==> config.mk <==
export PLATFORM = sky130hd
export DESIGN_NAME = ttf_mul
export DESIGN_NICKNAME = d
export VERILOG_FILES = /design/src/rtl/ttf_mul.sv
export SDC_FILE = /design/constraint.sdc
export NUM_CORES = 1
export LEC_CHECK = 0
export BUFFER_PORTS_ARGS = -buffer_cell sky130_fd_sc_hd__buf_2
export CORE_ASPECT_RATIO = 0.7
export CORE_MARGIN = 2
export CORE_UTILIZATION = 35
export DETAILED_ROUTE_END_ITERATION = 8
export GPL_ROUTABILITY_DRIVEN = 0
export PLACE_DENSITY = 0.6
export SLEW_MARGIN = 40
export SYNTH_ARGS = -nofsm -noshare
export SYNTH_HDL_FRONTEND = slang
export SYNTH_SLANG_ARGS = --single-unit
==> constraint.sdc <==
create_clock -name clk_i -period 5.9 [get_ports clk_i]
set_input_delay 0.59 -clock clk_i [delete_from_list [all_inputs] [get_ports clk_i]]
set_output_delay 0.59 -clock clk_i [all_outputs]
set_load 0.005 [all_outputs]
==> src/rtl/ttf_mul.sv <==
// Unsigned multiplier, two stages: four half-width partial products, then the sum.
module ttf_mul #(
  parameter int unsigned A_W = 16,
  parameter int unsigned B_W = 16
) (
  input  logic               clk_i,
  input  logic               en_i,
  input  logic [A_W-1:0]     a_i,
  input  logic [B_W-1:0]     b_i,
  output logic [A_W+B_W-1:0] p_o
);

  localparam int unsigned AL = A_W / 2;
  localparam int unsigned AH = A_W - AL;
  localparam int unsigned BL = B_W / 2;
  localparam int unsigned BH = B_W - BL;
  localparam int unsigned PW = A_W + B_W;

  logic [AL+BL-1:0] ll_q;
  logic [AL+BH-1:0] lh_q;
  logic [AH+BL-1:0] hl_q;
  logic [AH+BH-1:0] hh_q;
  logic [PW-1:0]    p_d, p_q;

  // partial products
  always_ff @(posedge clk_i) begin
    if (en_i) begin
      ll_q <= (AL+BL)'(a_i[AL-1:0])   * (AL+BL)'(b_i[BL-1:0]);
      lh_q <= (AL+BH)'(a_i[AL-1:0])   * (AL+BH)'(b_i[B_W-1:BL]);
      hl_q <= (AH+BL)'(a_i[A_W-1:AL]) * (AH+BL)'(b_i[BL-1:0]);
      hh_q <= (AH+BH)'(a_i[A_W-1:AL]) * (AH+BH)'(b_i[B_W-1:BL]);
    end
  end

  // recombine
  always_comb begin
    p_d = PW'(ll_q) + (PW'(lh_q) << BL) + (PW'(hl_q) << AL) + (PW'(hh_q) << (AL + BL));
  end

  always_ff @(posedge clk_i) begin
    if (en_i) begin
      p_q <= p_d;
    end
  end

  assign p_o = p_q;

endmodule

======== Yosys cells after proc, flatten, opt, wreduce, memory -nomap -nowiden ========
Cells that the tools add are included.
operators by class
  multiply operators ...................... 4
  $add $sub $neg .......................... 3
operator list
  kind                        count
  multiplier 8 x 8 -> 16 bit  4
  adder 26 x 32 -> 32 bit     1
  adder 25 x 24 -> 26 bit     1
  adder 16 x 24 -> 25 bit     1
storage, ports and cells
  register bits after elaboration ......... 96
  word-level logic and storage cells ...... 12

======== Depth between registers and ports, before layout ========
  depth in word-level cells ............... 3
  gate-level depth with buffers ........... 17
  gate-level depth less buffers ........... 16

======== Least setup slack after synthesis ========
Ideal clock, no wire load.
  path kind ............................... input to register
  from .................................... input b_i[7]
  to ...................................... register hl_q[15] (data pin)
  arrival time ............................ 4.420 ns
  path buffers ............................ 1
  data required time ...................... 5.693 ns
  slack ................................... 1.273 ns
  cell stages on the path ................. 15
  setup time .............................. 0.207 ns
  cell sequence ........................... clkbuf_1 -> nand2_1 -> fa_1 -> fa_1 -> inv_1 -> fa_1 -> inv_1 -> fa_1 -> inv_1 -> ha_1 -> o21ai_0 -> a21o_1 -> a211o_1 -> mux2i_1 -> a2111oi_0
on the way
  longest elaborated chain between the ends .. 1
RTL lines
  item                        RTL line  source
  start, declared             9         input logic [B_W-1:0] b_i,
  multiplier 8 x 8 -> 16 bit  30        hl_q <= (AH+BL)'(a_i[A_W-1:AL]) * (AH+BL)'(b_i[BL-1:0]);
  end signal, assigned        30
  end, declared               21        logic [AH+BL-1:0] hl_q;
No other way between the ends.
A chain may end at the register's enable or synchronous reset.

======== Worst setup path in the final report ========
  from .................................... input a_i[1]
  to ...................................... register ll_q[13] (data pin)
on the way
  longest elaborated chain between the ends .. 1
RTL lines
  item                        RTL line  source
  start, declared             8         input logic [A_W-1:0] a_i,
  multiplier 8 x 8 -> 16 bit  28        ll_q <= (AL+BL)'(a_i[AL-1:0]) * (AL+BL)'(b_i[BL-1:0]);
  end signal, assigned        28
  end, declared               19        logic [AL+BL-1:0] ll_q;
No other way between the ends.

==> impl_metrics.tcl <==
set metrics [dict create \
    synthMuxAreaShare_pct 0.481 \
    fp-row-count 58 \
    track_usage_pct 16.6 \
    fmax_mhz 214 \
    ys_warn_count 0 \
    rsz0062_at_grt "no" \
    synthTopCellsByCount "inv_1, and2_1, fa_1" \
    num-nets-final 1666 \
    tns_ps 0 \
    final_hold_viol_count 0 \
    max_cap_viol_count 0 \
    vias_per_cell 4.87 \
    postCtsResizedCells 0 \
    p_leak_nw 6.56 \
    syn-num-nets 1625 \
    synth_top_family_by_area "adder cells" \
    drt-wirelength-per-cell_um 16.6 \
    htree_levels 3 \
    hp-class "reg -> reg" \
    hold_buffers 0 \
    critPathLaunchType "primary input" \
    start_util_pct 35.5 \
    clkTransAtPathRegs_ps 80 \
    cp_max_fo 16 \
    synth-xor-area-share_pct 3.92 \
    worstPathArrival_ps 4780 \
    grt_first_pass_wirelength_um 48700 \
    final_antenna_net_count 0 \
    drc 0 \
    crit_chain "buf_2, nand2_1, fa_1, fa_1, fa_1, fa_1, inv_1, ha_1, o21ai_0, a21o_1, a21oi_1, nor4b_1, or3_1" \
    antenna_found_initial 3 \
    async_flop_share_pct 0 \
    yosysTopAreaCell "fa_1" \
    synth_simple_gate_area_share_pct 17.0 \
    worst_pin_slew_ps 789 \
    numCtsBuffers 9 \
    via_count 8750 \
    synth_area_leaders "fa_1, edfxtp_1, ha_1" \
    dr.pass1.iters 6 \
    cts_setup_buffers 0 \
    synth_top_area_share_pct 25.3 \
    overflow 0 \
    hpwl_um 23300 \
    avgSynthCellArea_sq_um 10.0 \
    cts_root_buf "clkbuf_16" \
    drive_above_1_share_pct 7.67 \
    synth.distinct_cells 62 \
    die_h_um 164 \
    synth.most_common_cell "inv_1" \
    cpPeakStageDelay_ps 550 \
    clock_skew_ps 15.9 \
    min_period_over_period_pct 79.2 \
    clockBufferDepth 2 \
    core_area_sq_mm 0.0359 \
    synthesis.instances 1270 \
    stdcell_area_sq_mm 0.0138 \
    criticalPathCategory "in -> reg" \
    ys_ff_latch 96 \
    power.density_mw_per_mm2 457 \
    synthFlopType "edfxtp_1" \
    pin_count 66 \
    finalSetupViolations 0 \
    yosys.area_share.adder_pct 41.0 \
    status "finished, final reports clean" \
    synth_edf_count 96 \
    finalMaxSlewViolations 0 \
    clkSinkCount 96 \
    crit_top_cell "fa_1" \
    dpl_cell_area_sq_mm 0.0135 \
    crit_required_ps 6010 \
    endpoint_kind "flop" \
    maxSlewHeadroom_pct 47.4 \
    ir_drop_uv 331 \
    worstSkewPairLatency_ps 380 \
    synth_compound_area_share_pct 7.45 \
    cts_tree "done" \
    ys_seq_area_share_pct 22.6 \
    io_buffers 65 \
    syn_to_final_growth_pct 8.58 \
    grt_pass1_vias 8810 \
    drt_iter0_drc 558 \
    grt_max_degree 55 \
    die_w_um 232 \
    drt-total-wl_um 29900 \
    slowest_stage "fa_1" \
    period_needed_ps 4670 \
    design.die.area_sq_mm 0.0380 \
    synth_area_sq_mm 0.0127 \
]
## worst max-delay path, delay by kind of cell
kind            cells  cell delay [ps]
fa+ha+maj           5             2440
compound gates      3              700
buf+inv             2              350
simple gates        3              680
## sequential cells by signal (all words and copies together), names as in the netlist
register,cells
hh_q,16
hl_q,16
lh_q,16
ll_q,16
p_o,32
## worst paths after layout
path	from	end	slack, ps	cells after the start
setup / recovery	a_i[1]	ll_q[13]$_DFFE_PP_	1230	13
hold / removal	ll_q[5]$_DFFE_PP_	p_o[5]$_DFFE_PP_	420	0
setup reg to reg	ll_q[9]$_DFFE_PP_	p_o[31]$_DFFE_PP_	2560	10
hold reg to reg	ll_q[5]$_DFFE_PP_	p_o[5]$_DFFE_PP_	420	0
## power breakdown
group,internal (mW),total [mW],switching (mW)
sequential,1.28,1.41,0.134
clock,0.296,0.615,0.319
combinational,1.82,4.30,2.48
total,3.40,6.33,2.93
## metrics by stage
stage                     util [%]  total power [mW]  hold WS (ps)  setup WS (ps)  instances
after floorplan                  -              4.62           400           1270       1270
after global placement        37.7              5.60           405            908       1780
after detailed placement      37.7              5.70           406            831       1780
after CTS                     38.5              6.34           420           1250       1796
after global routing          38.5              6.98           435            977       1797
final                         38.5              6.33           418           1230       1798
## cell families (layout without fill, tap and decap cells)
family | after synthesis | in the layout
AOI/OAI and AO/OA | 136 | 136
and+or+nand+nor | 402 | 402
adders and majority gates | 321 | 321
other | 0 | 2
buffers and inverters | 252 | 298
muxes | 6 | 6
DFF | 96 | 96
xor gates and xnor gates | 57 | 57
## layout by cell type (no fill, tap or decap), types with 3 or more instances in the layout
cell type | synthesis | final
and3_1 | 5 | 5
nand2b_1 | 7 | 7
nand2_1 | 97 | 97
a211o_1 | 3 | 3
a211oi_1 | 3 | 3
a21oi_1 | 34 | 34
clkbuf_16 | 0 | 9
nor3_1 | 19 | 19
mux2i_1 | 5 | 5
o21ai_0 | 26 | 26
xor2_1 | 16 | 16
inv_1 | 216 | 216
o21a_1 | 8 | 8
buf_2 | 1 | 64
or2_2 | 5 | 5
o211ai_1 | 6 | 6
a21o_1 | 14 | 14
and2_1 | 195 | 195
nor2_1 | 39 | 39
fa_1 | 161 | 161
edfxtp_1 | 96 | 96
a2111oi_0 | 3 | 3
a31oi_1 | 4 | 4
nor2b_1 | 10 | 10
ha_1 | 160 | 160
o21bai_1 | 9 | 9
xnor2_1 | 41 | 41
nand3_1 | 11 | 11
## per-layer routing
layer	track usage (%)	vias to the layer above	share of wire, %
li1	-	4180	-
met1	25.6	4338	52
met2	23.6	213	40
met3	3.75	17	6.4
met4	3.06	2	0.89
met5	0	-	0.037
## layout make-up
class / count / area (sq um)
multi-input combinational: 922 / 8910
tap: 480 / 601
antenna: 2 / 5.00
inverter: 216 / 811
sequential: 96 / 2880
timing repair buffer: 66 / 335
clock buffer: 9 / 225
clock inverter: 7 / 65.1
fill: 3589 / 22100
(Power assumes the default switching activity.)
